==> src/sv/aprs_pkg.sv <==
// ----------------------------------------------------------------------------
// aprs_pkg
// Types and constants shared by the ATA PIO read sequencer modules.
// ----------------------------------------------------------------------------
`default_nettype none

package aprs_pkg;

   localparam int unsigned WORDS       = 256;
   localparam int unsigned ID_WORDS    = 256;
   localparam int unsigned MAX_RESULTS = 7;

   localparam logic [47:0] LBA28_MAX = 48'h0000_0FFF_FFFF;

   localparam logic [7:0] SR_BSY = 8'h80;
   localparam logic [7:0] SR_DRQ = 8'h08;
   localparam logic [7:0] SR_ERR = 8'h01;

   localparam logic [7:0] DEV_LBA    = 8'hE0;
   localparam logic [7:0] DEV_MASTER = 8'hA0;
   localparam logic [7:0] CMD_READ   = 8'h20;
   localparam logic [7:0] CMD_IDENT  = 8'hEC;

   localparam logic [1:0] OP_READ     = 2'd0;
   localparam logic [1:0] OP_IDENTIFY = 2'd1;
   localparam logic [1:0] OP_RESPONSE = 2'd2;

   localparam logic [1:0] K_WRITE = 2'd0;
   localparam logic [1:0] K_READ  = 2'd1;
   localparam logic [1:0] K_WORD  = 2'd2;
   localparam logic [1:0] K_DONE  = 2'd3;

   localparam logic [2:0] REG_DATA    = 3'd0;
   localparam logic [2:0] REG_COUNT   = 3'd2;
   localparam logic [2:0] REG_LBA_LO  = 3'd3;
   localparam logic [2:0] REG_LBA_MID = 3'd4;
   localparam logic [2:0] REG_LBA_HI  = 3'd5;
   localparam logic [2:0] REG_DEVICE  = 3'd6;
   localparam logic [2:0] REG_STATUS  = 3'd7;

   localparam logic [2:0] DC_OK        = 3'd0;
   localparam logic [2:0] DC_RANGE     = 3'd1;
   localparam logic [2:0] DC_READ_ERR  = 3'd2;
   localparam logic [2:0] DC_NO_DEVICE = 3'd3;
   localparam logic [2:0] DC_ID_FAIL   = 3'd4;

   localparam logic [2:0] PH_IDLE     = 3'd0;
   localparam logic [2:0] PH_RD_BSY   = 3'd1;
   localparam logic [2:0] PH_RD_DRQ   = 3'd2;
   localparam logic [2:0] PH_RD_DATA  = 3'd3;
   localparam logic [2:0] PH_ID_FIRST = 3'd4;
   localparam logic [2:0] PH_ID_POLL  = 3'd5;
   localparam logic [2:0] PH_ID_DATA  = 3'd6;

   typedef struct packed {
      logic [1:0]  op;
      logic [47:0] lba;
      logic [15:0] response_data;
   } req_type;

   typedef struct packed {
      logic [1:0]  kind;
      logic [2:0]  reg_offset;
      logic [15:0] value;
      logic [2:0]  done_code;
      logic        last;
   } rsp_type;

   typedef struct packed {
      logic [2:0]                   count;
      rsp_type [MAX_RESULTS-1:0]    entry;
   } batch_type;

   function automatic rsp_type mk_rsp(logic [1:0] kind, logic [2:0] reg_offset,
                                      logic [15:0] value, logic [2:0] done_code);
      rsp_type r;
      r.kind       = kind;
      r.reg_offset = reg_offset;
      r.value      = value;
      r.done_code  = done_code;
      r.last       = 1'b0;
      return r;
   endfunction

endpackage

`default_nettype wire

==> src/sv/aprs_sequencer.sv <==
// ----------------------------------------------------------------------------
// aprs_sequencer
// Input register, protocol phase state and decode of one input word into
// the batch of results that it causes.
// ----------------------------------------------------------------------------
`default_nettype none

module aprs_sequencer (
   input  wire                     clock,
   input  wire                     reset,
   input  wire                     req_valid,
   output logic                    req_ready,
   input  aprs_pkg::req_type       req_payload,
   input  wire                     issue_free,
   output logic                    batch_valid,
   output aprs_pkg::batch_type     batch
);

   logic                a_valid_ff, a_valid_in;
   aprs_pkg::req_type   a_req_ff,   a_req_in;
   logic [2:0]          phase_ff,   phase_in;
   logic [8:0]          wc_ff,      wc_in;
   logic                a_take;
   logic [8:0]          wc_inc;
   logic [7:0]          st;
   logic [47:0]         lba;
   aprs_pkg::batch_type b;

   assign st     = a_req_ff.response_data[7:0];
   assign lba    = a_req_ff.lba;
   assign wc_inc = wc_ff + 9'd1;

   always_comb begin
      b        = '0;
      phase_in = phase_ff;
      wc_in    = wc_ff;
      if (a_req_ff.op == aprs_pkg::OP_READ || a_req_ff.op == aprs_pkg::OP_IDENTIFY) begin
         if (phase_ff == aprs_pkg::PH_IDLE) begin
            if (a_req_ff.op == aprs_pkg::OP_READ && lba > aprs_pkg::LBA28_MAX) begin
               b.count    = 3'd1;
               b.entry[0] = aprs_pkg::mk_rsp(aprs_pkg::K_DONE, aprs_pkg::REG_DATA, 16'd0,
                                             aprs_pkg::DC_RANGE);
            end else if (a_req_ff.op == aprs_pkg::OP_READ) begin
               b.count    = 3'd7;
               b.entry[0] = aprs_pkg::mk_rsp(aprs_pkg::K_WRITE, aprs_pkg::REG_DEVICE,
                               {8'd0, aprs_pkg::DEV_LBA | {4'd0, lba[27:24]}}, aprs_pkg::DC_OK);
               b.entry[1] = aprs_pkg::mk_rsp(aprs_pkg::K_WRITE, aprs_pkg::REG_COUNT,
                               16'd1, aprs_pkg::DC_OK);
               b.entry[2] = aprs_pkg::mk_rsp(aprs_pkg::K_WRITE, aprs_pkg::REG_LBA_LO,
                               {8'd0, lba[7:0]}, aprs_pkg::DC_OK);
               b.entry[3] = aprs_pkg::mk_rsp(aprs_pkg::K_WRITE, aprs_pkg::REG_LBA_MID,
                               {8'd0, lba[15:8]}, aprs_pkg::DC_OK);
               b.entry[4] = aprs_pkg::mk_rsp(aprs_pkg::K_WRITE, aprs_pkg::REG_LBA_HI,
                               {8'd0, lba[23:16]}, aprs_pkg::DC_OK);
               b.entry[5] = aprs_pkg::mk_rsp(aprs_pkg::K_WRITE, aprs_pkg::REG_STATUS,
                               {8'd0, aprs_pkg::CMD_READ}, aprs_pkg::DC_OK);
               b.entry[6] = aprs_pkg::mk_rsp(aprs_pkg::K_READ, aprs_pkg::REG_STATUS,
                               16'd0, aprs_pkg::DC_OK);
               phase_in   = aprs_pkg::PH_RD_BSY;
            end else begin
               b.count    = 3'd7;
               b.entry[0] = aprs_pkg::mk_rsp(aprs_pkg::K_WRITE, aprs_pkg::REG_DEVICE,
                               {8'd0, aprs_pkg::DEV_MASTER}, aprs_pkg::DC_OK);
               b.entry[1] = aprs_pkg::mk_rsp(aprs_pkg::K_WRITE, aprs_pkg::REG_COUNT,
                               16'd0, aprs_pkg::DC_OK);
               b.entry[2] = aprs_pkg::mk_rsp(aprs_pkg::K_WRITE, aprs_pkg::REG_LBA_LO,
                               16'd0, aprs_pkg::DC_OK);
               b.entry[3] = aprs_pkg::mk_rsp(aprs_pkg::K_WRITE, aprs_pkg::REG_LBA_MID,
                               16'd0, aprs_pkg::DC_OK);
               b.entry[4] = aprs_pkg::mk_rsp(aprs_pkg::K_WRITE, aprs_pkg::REG_LBA_HI,
                               16'd0, aprs_pkg::DC_OK);
               b.entry[5] = aprs_pkg::mk_rsp(aprs_pkg::K_WRITE, aprs_pkg::REG_STATUS,
                               {8'd0, aprs_pkg::CMD_IDENT}, aprs_pkg::DC_OK);
               b.entry[6] = aprs_pkg::mk_rsp(aprs_pkg::K_READ, aprs_pkg::REG_STATUS,
                               16'd0, aprs_pkg::DC_OK);
               phase_in   = aprs_pkg::PH_ID_FIRST;
            end
         end
      end else if (a_req_ff.op == aprs_pkg::OP_RESPONSE) begin
         case (phase_ff)
            aprs_pkg::PH_RD_BSY: begin
               b.count = 3'd1;
               if ((st & aprs_pkg::SR_BSY) != 8'd0) begin
                  b.entry[0] = aprs_pkg::mk_rsp(aprs_pkg::K_READ, aprs_pkg::REG_STATUS,
                                                16'd0, aprs_pkg::DC_OK);
               end else if ((st & aprs_pkg::SR_ERR) != 8'd0) begin
                  b.entry[0] = aprs_pkg::mk_rsp(aprs_pkg::K_DONE, aprs_pkg::REG_DATA,
                                                16'd0, aprs_pkg::DC_READ_ERR);
                  phase_in   = aprs_pkg::PH_IDLE;
               end else begin
                  b.entry[0] = aprs_pkg::mk_rsp(aprs_pkg::K_READ, aprs_pkg::REG_STATUS,
                                                16'd0, aprs_pkg::DC_OK);
                  phase_in   = aprs_pkg::PH_RD_DRQ;
               end
            end
            aprs_pkg::PH_RD_DRQ: begin
               b.count = 3'd1;
               if ((st & aprs_pkg::SR_DRQ) != 8'd0) begin
                  b.entry[0] = aprs_pkg::mk_rsp(aprs_pkg::K_READ, aprs_pkg::REG_DATA,
                                                16'd0, aprs_pkg::DC_OK);
                  wc_in      = 9'd0;
                  phase_in   = aprs_pkg::PH_RD_DATA;
               end else begin
                  b.entry[0] = aprs_pkg::mk_rsp(aprs_pkg::K_READ, aprs_pkg::REG_STATUS,
                                                16'd0, aprs_pkg::DC_OK);
               end
            end
            aprs_pkg::PH_RD_DATA: begin
               b.count    = 3'd2;
               b.entry[0] = aprs_pkg::mk_rsp(aprs_pkg::K_WORD, aprs_pkg::REG_DATA,
                                             a_req_ff.response_data, aprs_pkg::DC_OK);
               if (wc_inc >= 9'(aprs_pkg::WORDS)) begin
                  b.entry[1] = aprs_pkg::mk_rsp(aprs_pkg::K_DONE, aprs_pkg::REG_DATA,
                                                16'd0, aprs_pkg::DC_OK);
                  wc_in      = 9'd0;
                  phase_in   = aprs_pkg::PH_IDLE;
               end else begin
                  b.entry[1] = aprs_pkg::mk_rsp(aprs_pkg::K_READ, aprs_pkg::REG_DATA,
                                                16'd0, aprs_pkg::DC_OK);
                  wc_in      = wc_inc;
               end
            end
            aprs_pkg::PH_ID_FIRST: begin
               b.count = 3'd1;
               if (st == 8'd0) begin
                  b.entry[0] = aprs_pkg::mk_rsp(aprs_pkg::K_DONE, aprs_pkg::REG_DATA,
                                                16'd0, aprs_pkg::DC_NO_DEVICE);
                  phase_in   = aprs_pkg::PH_IDLE;
               end else if ((st & (aprs_pkg::SR_DRQ | aprs_pkg::SR_ERR)) != 8'd0) begin
                  b.entry[0] = aprs_pkg::mk_rsp(aprs_pkg::K_READ, aprs_pkg::REG_DATA,
                                                16'd0, aprs_pkg::DC_OK);
                  wc_in      = 9'd0;
                  phase_in   = aprs_pkg::PH_ID_DATA;
               end else begin
                  b.entry[0] = aprs_pkg::mk_rsp(aprs_pkg::K_READ, aprs_pkg::REG_STATUS,
                                                16'd0, aprs_pkg::DC_OK);
                  phase_in   = aprs_pkg::PH_ID_POLL;
               end
            end
            aprs_pkg::PH_ID_POLL: begin
               b.count = 3'd1;
               if ((st & aprs_pkg::SR_ERR) != 8'd0) begin
                  b.entry[0] = aprs_pkg::mk_rsp(aprs_pkg::K_DONE, aprs_pkg::REG_DATA,
                                                16'd0, aprs_pkg::DC_ID_FAIL);
                  phase_in   = aprs_pkg::PH_IDLE;
               end else if ((st & aprs_pkg::SR_DRQ) != 8'd0) begin
                  b.entry[0] = aprs_pkg::mk_rsp(aprs_pkg::K_READ, aprs_pkg::REG_DATA,
                                                16'd0, aprs_pkg::DC_OK);
                  wc_in      = 9'd0;
                  phase_in   = aprs_pkg::PH_ID_DATA;
               end else begin
                  b.entry[0] = aprs_pkg::mk_rsp(aprs_pkg::K_READ, aprs_pkg::REG_STATUS,
                                                16'd0, aprs_pkg::DC_OK);
               end
            end
            aprs_pkg::PH_ID_DATA: begin
               b.count = 3'd1;
               if (wc_inc >= 9'(aprs_pkg::ID_WORDS)) begin
                  b.entry[0] = aprs_pkg::mk_rsp(aprs_pkg::K_DONE, aprs_pkg::REG_DATA,
                                                16'd0, aprs_pkg::DC_OK);
                  wc_in      = 9'd0;
                  phase_in   = aprs_pkg::PH_IDLE;
               end else begin
                  b.entry[0] = aprs_pkg::mk_rsp(aprs_pkg::K_READ, aprs_pkg::REG_DATA,
                                                16'd0, aprs_pkg::DC_OK);
                  wc_in      = wc_inc;
               end
            end
            default: begin
               b.count = 3'd0;
            end
         endcase
      end
      for (int i = 0; i < aprs_pkg::MAX_RESULTS; i++) begin
         b.entry[i].last = (b.count != 3'd0) && (3'(i) == b.count - 3'd1);
      end
   end

   assign a_take      = a_valid_ff && (b.count == 3'd0 || issue_free);
   assign req_ready   = !a_valid_ff || a_take;
   assign batch_valid = a_take && b.count != 3'd0;
   assign batch       = b;

   always_comb begin
      a_valid_in = a_valid_ff;
      a_req_in   = a_req_ff;
      if (req_valid && req_ready) begin
         a_valid_in = 1'b1;
         a_req_in   = req_payload;
      end else if (a_take) begin
         a_valid_in = 1'b0;
      end
   end

   always_ff @(posedge clock) begin
      a_req_ff <= a_req_in;
      if (reset) begin
         a_valid_ff <= 1'b0;
         phase_ff   <= aprs_pkg::PH_IDLE;
         wc_ff      <= 9'd0;
      end else begin
         a_valid_ff <= a_valid_in;
         if (a_take) begin
            phase_ff <= phase_in;
            wc_ff    <= wc_in;
         end
      end
   end

endmodule

`default_nettype wire

==> src/sv/aprs_issue.sv <==
// ----------------------------------------------------------------------------
// aprs_issue
// Holds one batch of results and hands them to the output register one
// word per cycle, in order, while the receiver does not stall the output.
// ----------------------------------------------------------------------------
`default_nettype none

module aprs_issue (
   input  wire                     clock,
   input  wire                     reset,
   input  wire                     batch_valid,
   input  aprs_pkg::batch_type     batch,
   output logic                    issue_free,
   output logic                    rsp_valid,
   input  wire                     rsp_ready,
   output aprs_pkg::rsp_type       rsp_payload
);

   logic                b_valid_ff, b_valid_in;
   aprs_pkg::batch_type batch_ff,   batch_in;
   logic [2:0]          idx_ff,     idx_in;
   logic                o_valid_ff, o_valid_in;
   aprs_pkg::rsp_type   o_ff,       o_in;
   logic                push;
   logic                last_push;

   assign push       = b_valid_ff && (!o_valid_ff || rsp_ready);
   assign last_push  = push && (idx_ff == batch_ff.count - 3'd1);
   assign issue_free = !b_valid_ff || last_push;

   always_comb begin
      b_valid_in = b_valid_ff;
      batch_in   = batch_ff;
      idx_in     = idx_ff;
      if (batch_valid) begin
         b_valid_in = 1'b1;
         batch_in   = batch;
         idx_in     = 3'd0;
      end else if (last_push) begin
         b_valid_in = 1'b0;
      end else if (push) begin
         idx_in = idx_ff + 3'd1;
      end
   end

   always_comb begin
      o_valid_in = o_valid_ff;
      o_in       = o_ff;
      if (push) begin
         o_valid_in = 1'b1;
         o_in       = batch_ff.entry[idx_ff];
      end else if (rsp_ready) begin
         o_valid_in = 1'b0;
      end
   end

   always_ff @(posedge clock) begin
      batch_ff <= batch_in;
      o_ff     <= o_in;
      if (reset) begin
         b_valid_ff <= 1'b0;
         idx_ff     <= 3'd0;
         o_valid_ff <= 1'b0;
      end else begin
         b_valid_ff <= b_valid_in;
         idx_ff     <= idx_in;
         o_valid_ff <= o_valid_in;
      end
   end

   assign rsp_valid   = o_valid_ff;
   assign rsp_payload = o_ff;

endmodule

`default_nettype wire

==> src/sv/ata_pio_read_sequencer_unit.sv <==
// ----------------------------------------------------------------------------
// ata_pio_read_sequencer_unit
// Host-side ATA PIO sequencer for LBA28 sector reads and device identify.
//
// The req channel carries read requests, identify requests and the answers
// to bus reads that this block asked for. The rsp channel carries taskfile
// register writes, register read requests, sector data words and done codes;
// last marks the final word caused by one request word.
// Both channels use valid and ready. A request word sits in an input
// register while its results are decoded into a batch of up to seven
// words, which then leaves through an output register one word per cycle
// while the receiver does not stall. The first result passes through the input
// register, the batch buffer and the output register. A new batch enters the
// buffer as the last word of the current one moves to the output register;
// each data word of a sector transfer causes two results, a command seven.
// When the receiver stalls, the output register holds its word, the batch
// buffer fills and req_ready falls; nothing is lost or repeated.
// Reset empties all registers and returns the protocol to idle.
// ----------------------------------------------------------------------------
`default_nettype none

module ata_pio_read_sequencer_unit (
   input  wire                 clock,
   input  wire                 reset,
   input  wire                 req_valid,
   output logic                req_ready,
   input  aprs_pkg::req_type   req_payload,
   output logic                rsp_valid,
   input  wire                 rsp_ready,
   output aprs_pkg::rsp_type   rsp_payload
);

   logic                issue_free;
   logic                batch_valid;
   aprs_pkg::batch_type batch;

   aprs_sequencer u_seq (
      .clock       (clock),
      .reset       (reset),
      .req_valid   (req_valid),
      .req_ready   (req_ready),
      .req_payload (req_payload),
      .issue_free  (issue_free),
      .batch_valid (batch_valid),
      .batch       (batch)
   );

   aprs_issue u_issue (
      .clock       (clock),
      .reset       (reset),
      .batch_valid (batch_valid),
      .batch       (batch),
      .issue_free  (issue_free),
      .rsp_valid   (rsp_valid),
      .rsp_ready   (rsp_ready),
      .rsp_payload (rsp_payload)
   );

endmodule

`default_nettype wire
==> config.mk <==
export PLATFORM = sky130hd
export DESIGN_NAME = ata_pio_read_sequencer_unit
export DESIGN_NICKNAME = d
export VERILOG_FILES = /design/src/sv/aprs_pkg.sv /design/src/sv/aprs_sequencer.sv /design/src/sv/aprs_issue.sv /design/src/sv/ata_pio_read_sequencer_unit.sv
export SDC_FILE = /design/constraint.sdc
export NUM_CORES = 1
export LEC_CHECK = 0
export ABC_AREA = 1
export BUFFER_PORTS_ARGS = -buffer_cell sky130_fd_sc_hd__clkbuf_2
export CORE_UTILIZATION = 35
export CTS_CLUSTER_SIZE = 28
export DETAILED_ROUTE_END_ITERATION = 6
export PLACE_DENSITY = 0.61
export SYNTH_ARGS = -nofsm -noshare
export SYNTH_HDL_FRONTEND = slang
export SYNTH_SLANG_ARGS = --single-unit
==> constraint.sdc <==
create_clock -name clock -period 3.4 [get_ports clock]
set_input_delay 0.85 -clock clock [delete_from_list [all_inputs] [get_ports clock]]
set_output_delay 0.85 -clock clock [all_outputs]
set_load 0.01 [all_outputs]
==> results of run 1 <==
## cell families after synthesis
group           count (synthesis)  share of synthesized area (%)
buf+inv                       101                           5.59
xor+xnor                        7                          0.869
flops                         172                           70.7
other cells                     1                         0.0532
simple gates                  298                           17.8
fa+ha+maj                       3                          0.532
compound gates                 57                           4.47
## through the flow
step,instances,util [%]
after floorplan,642,-
after global placement,996,40.4
after detailed placement,996,40.4
after CTS,1028,43.4
after global routing,1028,43.4
final,1028,43.4
## registers in the layout, summed over array words and instances, names as in the netlist
register             flops
u_issue.b_valid_ff       1
u_issue.idx_ff           3
u_seq.a_req_ff          18
u_issue.rsp_valid        1
u_seq.wc_ff              9
u_seq.phase_ff           3
u_seq.lba               48
u_issue.batch_ff        63
u_issue.rsp_payload     25
u_seq.a_valid_ff         1
## layer usage
layer	up-vias	GRT usage (%)	part of all wire, %
met4	0	6.89	2.5
met2	161	21.6	44
li1	2350	-	-
met5	-	0	0
met1	2183	19.9	47
met3	29	3.87	5.7
## report_power, final
group	switching [W]	internal (W)
registers	0.0000380	0.00242
clock network	0.000828	0.00110
logic	0.000188	0.000102
## worst paths after layout
kind | from | to | cells past startpoint
setup / recovery | u_seq.a_req_ff[65] | req_ready | 6
setup reg to reg | u_seq.a_req_ff[65] | u_issue.batch_ff[7] | 10
hold reg to reg | u_seq.wc_ff[7] | u_seq.wc_ff[7] | 2
hold / removal | u_seq.wc_ff[7] | u_seq.wc_ff[7] | 2
## layout by cell type (no fill, tap or decap), types with 2 or more instances in the layout
master,n
xor2_1,3
edfxtp_1,154
inv_6,3
conb_1,4
nand3_1,47
a21oi_1,27
o31ai_1,2
nand2_2,2
nand3_2,5
nand2_1,126
inv_2,12
o21ai_0,18
buf_12,3
nor2_2,2
ha_1,3
o211ai_1,2
nand4_1,3
bufinv_16,2
xnor2_1,4
clkbuf_2,96
nor2_1,102
clkbuf_16,17
inv_1,74
clkinv_2,3
dfxtp_1,18
nor3_1,5
buf_4,5
nor4_1,2
clkinv_8,2
## critical path, delay by kind of cell, from the launching register on
kind / cells / cell delay [ns]
AND/OR/NAND/NOR: 4 / 1.02
flip-flops: 1 / 0.57
buffers and inverters: 2 / 0.28
## cell type report
class / count / area (um2)
flip-flops and latches: 172 / 4980
multi-input cells: 369 / 1690
clock buffers: 18 / 429
repair buffers: 104 / 578
well taps: 265 / 332
clock inverters: 14 / 165
fillers: 1844 / 11100
inverters: 86 / 323
==> out/qor.yml, run 1 <==
cellLeakagePower_nw: 3.49
clock_latency_ns: 0.43
synth-edff-count: 154
setup_violations: 0
fmax_mhz: 318
yosys_warnings: 0
dieArea_um2: 20700
crit_slowest_cell: "edfxtp_1"
routed_via_density: 4.59
std_cell_rows: 51
crit_fanout: 17
ys_async_sr_fraction_pct: 0
grt_pass1_vias: 4450
cts_setup_buffers: 0
tritoncts: "done"
yosysUniqueCellTypes: 36
drtAntennaViolNets: 0
postCtsHoldBufs: 0
grt_pass1_wl_mm: 22.4
cts_root_buffer: "clkbuf_16"
antenna_found_initial: 0
maxCapViolations: 0
clkSinkCount: 172
critPathMostFrequentCell: "nand3_2"
area_growth_pct: 20.5
crit_type: "flop to output port"
crit_chain: "inv_2, nor2_2, nand3_2, nand3_2, nand4_1, clkbuf_2"
relSlewSlack_pct: 57.3
routed_wirelength_mm: 13.9
syn_area_um2: 7050
ys_seq_elements: 172
finalPower_w: 0.00468
fin_crit_sh_pct: 92.5
initial_core_util_pct: 36.0
outcome: "completed"
synth_area_leaders: "edfxtp_1 66%, nand2_1 6.7%, nor2_1 5.4%"
yosysTopAreaCellShare_pct: 65.6
nets: 823
worst_pin_slew_ns: 0.638
ioPinCount: 97
hold_class: "flop to flop"
io_buffer_count: 96
cts_buffer_depth: 2
ctsResizeCount: 0
fin_hold_ws_ns: 0.473
crit_path_end_kind: "output port"
wire_per_inst_um: 13.5
synth.avg_cell_area_um2: 11.0
critical-path-max-stage-delay_ns: 0.57
startpoint_type: "flop"
syn_inst: 639
drtIter0Drc: 277
p_per_area_nw_per_um2: 550
grt_usage_pct: 14.6
final-max-slew-violation-count: 0
synth.most_common_cell: "edfxtp_1"
placed_cell_area_um2: 7910
die_y_um: 144
cts_max_level: 4
grt_max_degree: 33
regToRegSetupSlack_ns: 0.68
synth_common_cells: "154 x edfxtp_1, 126 x nand2_1, 102 x nor2_1"
gp_congestion: 0.852
fin_setup_tns_ns: 0
via_count: 4723
pre_cts_ws_ns: 0.665
postLayoutCellArea_um2: 8500
grt_overflow: 0
ir_drop_v: 0.000313
firstDrtPassIters: 5
finalCriticalPeriod_ns: 3.15
worst_slack_ns: 0.254
dp_hpwl_mm: 9.88
grt_setup_unrepaired: "no"
ys_seq_area_share_pct: 70.7
cts_buffers: 17
diodes: 0
die_w_um: 144
coreArea_um2: 19600
finClkSkew_ns: 0.0136
cp.required_ns: 2.55
crit_arrival_ns: 2.30
synth.largest_area_cell: "edfxtp_1"
drc: 0
synth_flop_cell: "edfxtp_1"
hold_viol: 0
drive_above_1_share_pct: 20.8
cts.clk_slew.worst_paths_ns: 0.06
No activity file was read; power rests on OpenSTA's default activity.
==> run 2, diff against run 1 <==
==> constraint.sdc (replaced) <==
create_clock -name clock -period 3.15 [get_ports clock]
set_input_delay 0.7875 -clock clock [delete_from_list [all_inputs] [get_ports clock]]
set_output_delay 0.7875 -clock clock [all_outputs]
set_load 0.01 [all_outputs]
==> run 2 against run 1 <==
Compared with the run above: flip-flop and latch count unchanged; first-iteration DRC count grew 42%; cell count about the same; critical endpoint unchanged; setup slack better by 0.018 ns; hold slack worse by 0.0070 ns; sequential share of layout area shrank 0.28 points; global-route usage decreased by 0.31 points; combinational power increased by 7%; clock power increased by 17%; core utilization grew 0.21 points; count of clock-buffer cells in the layout did not move; non-clock buffer count is 2 higher; largest power group unchanged; critical path type unchanged.
==> out/qor.yml, run 2 (same netlist as run 1, synthesis figures left out) <==
outcome: "completed"
grt_max_degree: 48
p_int_w: 0.00407
drive_above_1_share_pct: 21.1
drc: 0
cts_root_buffer: "clkbuf_16"
fmax_mhz: 348
ctsResizeCount: 0
grt_usage_pct: 14.3
cts_max_level: 4
final_common_cell: "edfxtp_1"
initial_core_util_pct: 36.0
crit_arrival_ns: 2.09
finalCriticalPeriod_ns: 2.88
regMostFlops: "u_issue.batch_ff"
regToRegSetupSlack_ns: 0.59
grt_overflow: 0
fin_crit_sh_pct: 91.4
cts_buffer_depth: 2
coreArea_um2: 19600
final-max-slew-violation-count: 0
drtIter0Drc: 394
crit_type: "flop to output port"
dieArea_um2: 20700
tritoncts: "done"
worstReg2RegStart: "u_issue.batch_ff[175]"
placed_cell_area_um2: 7910
worst_pin_slew_ns: 0.695
nets: 825
fin_hold_ws_ns: 0.466
wire_per_inst_um: 13.5
postCtsHoldBufs: 0
r2r_cells: 11
grt_setup_unrepaired: "no"
layoutNonFillerInstCount: 1029
routed_wirelength_mm: 13.9
p_sw_w: 0.00115
firstDrtPassIters: 5
relSlewSlack_pct: 53.5
mostFrequentLayoutCells: "154 x edfxtp_1, 126 x nand2_1, 102 x nor2_1"
setup_violations: 0
ir_drop_v: 0.000379
p_per_area_nw_per_um2: 611
gp_congestion: 0.849
hold_depth: 2
r2r-end: "u_issue.batch_ff[57]"
placedCellCount: 998
antenna_found_initial: 0
routed_via_density: 4.54
diodes: 0
cp.required_ns: 2.36
cts_setup_buffers: 0
grt_pass1_vias: 4327
io_buffer_count: 96
switching_share_pct: 22.0
pwr-share-clk_pct: 43.3
hold_class: "flop to flop"
critPathLaunch: "u_seq.a_req_ff[65]"
postLayoutCellArea_um2: 8540
finalCoreUtilization_pct: 43.6
grt_pass1_wl_mm: 22.1
cts_buffers: 17
area_growth_pct: 21.1
std_cell_rows: 51
fin_setup_tns_ns: 0
min_from: "u_seq.wc_ff[7]"
hold_viol: 0
via_count: 4670
largest_reg_flops: 63
cellLeakagePower_nw: 3.52
cts.clk_slew.worst_paths_ns: 0.06
finClkSkew_ns: 0.0163
fillers: 1876
clock_latency_ns: 0.43
clkSinkCount: 172
crit_path_end_kind: "output port"
startpoint_type: "flop"
crit_fanout: 11
maxCapViolations: 0
seq_power_share_pct: 50.8
dp_hpwl_mm: 9.86
die_y_um: 144
ioPinCount: 97
comb_power_share_pct: 5.9
die_w_um: 144
drtAntennaViolNets: 0
worstHoldEndpoint: "u_seq.wc_ff[7]"
==> run 2: changes by cell type in the layout (fill, tap and decap cells not counted), sizes merged <==
cell / change
clkinv: -5
buf: +2
inv: +2
bufinv: +2
==> run 2: final cells by class <==
class | count | area [um2] | area share (%)
inverters | 86 | 323 | 3.78
repair buffers | 106 | 581 | 6.80
multi-input cells | 369 | 1690 | 19.8
clock inverters | 13 | 204 | 2.39
clock buffers | 18 | 429 | 5.02
flip-flops and latches | 172 | 4980 | 58.3
well taps | 265 | 332 | 3.88
==> run 2: metal layers <==
layer | vias up | wire length [um] | track usage, %
met3 | 17 | 672 | 3.25
met4 | 0 | 235 | 6.10
met2 | 125 | 6280 | 21.6
li1 | 2365 | - | -
met5 | - | 0 | 0
met1 | 2163 | 6710 | 19.7
==> run 2: critical path, stage by stage (launching register included) <==
cell and delay [ns]:
edfxtp_1 0.56, inv_2 0.11, nor2_2 0.24, nand3_1 0.22, nand3_2 0.15, nand4_1 0.20, clkbuf_2 0.19
==> run 2: worst max-delay path by stage <==
stage / cells past startpoint / to
2_1_floorplan: 8 / u_seq.a_req_ff[0]
3_3_place_gp: 10 / u_issue.batch_ff[60]
3_5_place_dp: 10 / u_issue.batch_ff[60]
4_1_cts: 6 / req_ready
5_1_grt: 6 / req_ready
6_report: 6 / req_ready
==> run 2: power by group through the flow <==
stage | combinational [W] | sequential [W] | clock, W
finish | 0.000309 | 0.00265 | 0.00226
global placement | 0.000308 | 0.00270 | 0
global route | 0.000352 | 0.00266 | 0.00239
floorplan | 0.000180 | 0.00270 | 0
CTS | 0.000313 | 0.00265 | 0.00230
detailed placement | 0.000311 | 0.00270 | 0
==> run 2: per-stage QoR <==
stage	power [W]	worst slack (ns)
2_1_floorplan	0.00288	0.134
3_3_place_gp	0.00301	0.608
3_5_place_dp	0.00301	0.566
4_1_cts	0.00527	0.262
5_1_grt	0.00540	0.0803
6_report	0.00522	0.272
==> run 3, diff against run 2 <==
--- a/config.mk
+++ b/config.mk
@@ -7,10 +7,10 @@
 export LEC_CHECK = 0
 export ABC_AREA = 1
 export BUFFER_PORTS_ARGS = -buffer_cell sky130_fd_sc_hd__clkbuf_2
-export CORE_UTILIZATION = 35
+export CORE_UTILIZATION = 55
 export CTS_CLUSTER_SIZE = 28
 export DETAILED_ROUTE_END_ITERATION = 6
-export PLACE_DENSITY = 0.61
+export PLACE_DENSITY = 0.85
 export SYNTH_ARGS = -nofsm -noshare
 export SYNTH_HDL_FRONTEND = slang
 export SYNTH_SLANG_ARGS = --single-unit
==> run 3 against run 2 <==
Compared with the run above: non-clock buffer count down 4; critical path depth unchanged; design area down 1.7%; global-route usage up 8.6 points; core utilization up 23 points; first-iteration DRC count up 18%; routed wire length up 1.7%; largest power group unchanged; highest routed layer unchanged.
==> out/qor.yml, run 3 (same netlist as run 1, synthesis figures left out) <==
fmax_mhz: 341
ioPinCount: 97
drc: 0
cts_buffer_depth: 2
cts_setup_buffers: 0
nets: 821
grt_max_degree: 67
regMostFlops: "u_issue.batch_ff"
cts_max_level: 4
io_buffer_count: 96
placedCellCount: 901
clock_latency_ns: 0.42
largest_reg_flops: 63
hold_viol: 0
ctsResizeCount: 0
crit_arrival_ns: 2.15
fin_crit_sh_pct: 93.2
dp_hpwl_mm: 9.43
postCtsHoldBufs: 0
maxCapViolations: 0
firstDrtPassIters: 5
comb_power_share_pct: 6.0
drt-met1-wl_mm: 5.72
hold_class: "flop to flop"
area_growth_pct: 19.0
drtIter0Drc: 466
antenna_found_initial: 0
grt_overflow: 0
setup_violations: 0
gp_congestion: 0.870
pwr-share-clk_pct: 42.4
fillers: 893
final-max-slew-violation-count: 0
die_w_um: 115
tritoncts: "done"
p_sw_w: 0.00110
pre_cts_ws_ns: 0.553
route.met3.wl_um: 797
routed_wirelength_mm: 14.1
diodes: 0
finalCriticalPeriod_ns: 2.94
outcome: "completed"
crit_path_end_kind: "output port"
drive_above_1_share_pct: 20.6
grt_setup_unrepaired: "no"
crit_chain: "inv_2, nor2_2, nand3_4, nand3_2, nand4_1, clkbuf_2"
initial_core_util_pct: 56.1
drtAntennaViolNets: 0
switching_share_pct: 21.3
dieArea_um2: 13300
grt_usage_pct: 22.9
crit_fanout: 17
dr.max_layer_used: "met4"
layoutNonFillerInstCount: 933
fin_setup_tns_ns: 0
crit_type: "flop to output port"
cts_root_buffer: "clkbuf_16"
worst_slack_ns: 0.214
wire_per_inst_um: 15.1
startpoint_type: "flop"
die_y_um: 115
worst_pin_slew_ns: 0.681
via_count: 4885
grt_pass1_vias: 4782
crit_slowest_cell: "edfxtp_1"
routed_via_density: 5.24
seq_power_share_pct: 51.6
p_per_area_nw_per_um2: 614
clkSinkCount: 172
cp.required_ns: 2.36
cts_buffers: 17
cts.clk_slew.worst_paths_ns: 0.07
finClkSkew_ns: 0.00794
met2_wirelength_mm: 7.25
fin_hold_ws_ns: 0.469
ir_drop_v: 0.000417
coreArea_um2: 12600
std_cell_rows: 41
grt_pass1_wl_mm: 22.6
final_common_cell: "edfxtp_1"
cellLeakagePower_nw: 3.49
p_int_w: 0.00406
mostFrequentLayoutCells: "154 x edfxtp_1, 126 x nand2_1, 102 x nor2_1"
relSlewSlack_pct: 54.4
critical-path-max-stage-delay_ns: 0.56
[run 3: power by group through the flow]
stage	Clock (W)	Sequential, W	Combinational (W)
after global placement	0	0.00270	0.000293
after floorplan	0	0.00270	0.000180
after global routing	0.00230	0.00266	0.000346
after detailed placement	0	0.00270	0.000305
after CTS	0.00220	0.00266	0.000311
final	0.00218	0.00266	0.000311
[run 3: critical path: cells and delay by family (launching register included)]
family	cells	cell delay (ns)
simple gates	4	0.89
flops	1	0.56
buf+inv	2	0.28
[run 3: area by class of cell]
type | instances | area [um2] | area share, %
sequential | 172 | 4980 | 59.4
multi-input combinational | 369 | 1700 | 20.2
timing repair buffer | 102 | 551 | 6.56
clock buffer | 19 | 433 | 5.16
inverter | 86 | 323 | 3.85
tap | 172 | 215 | 2.56
clock inverter | 13 | 190 | 2.27
[run 3: worst paths after layout]
check | from | to | slack [ns] | cells after the start
setup / recovery | u_seq.a_req_ff[65] | req_ready | 0.21 | 6
hold / removal | u_seq.wc_ff[7] | u_seq.wc_ff[7] | 0.47 | 2
setup reg to reg | u_seq.a_req_ff[65] | u_issue.batch_ff[86] | 0.71 | 10
hold reg to reg | u_seq.wc_ff[7] | u_seq.wc_ff[7] | 0.47 | 2
[run 3: metal layers]
layer  vias up  global-route usage [%]
met5         -                       0
met4         0                    10.6
met3        33                    4.85
met2       202                    39.8
met1      2294                    27.5
li1       2356                       -
[run 3: through the flow]
| step | instance area, um2 | power (W) | util [%] |
|---|---|---|---|
| floorplan | 7070 | 0.00288 | - |
| detailed placement | 7760 | 0.00301 | 61.8 |
| global placement | 7760 | 0.00299 | 61.8 |
| CTS | 8390 | 0.00517 | 66.7 |
| global route | 8390 | 0.00531 | 66.8 |
| finish | 8390 | 0.00515 | 66.8 |
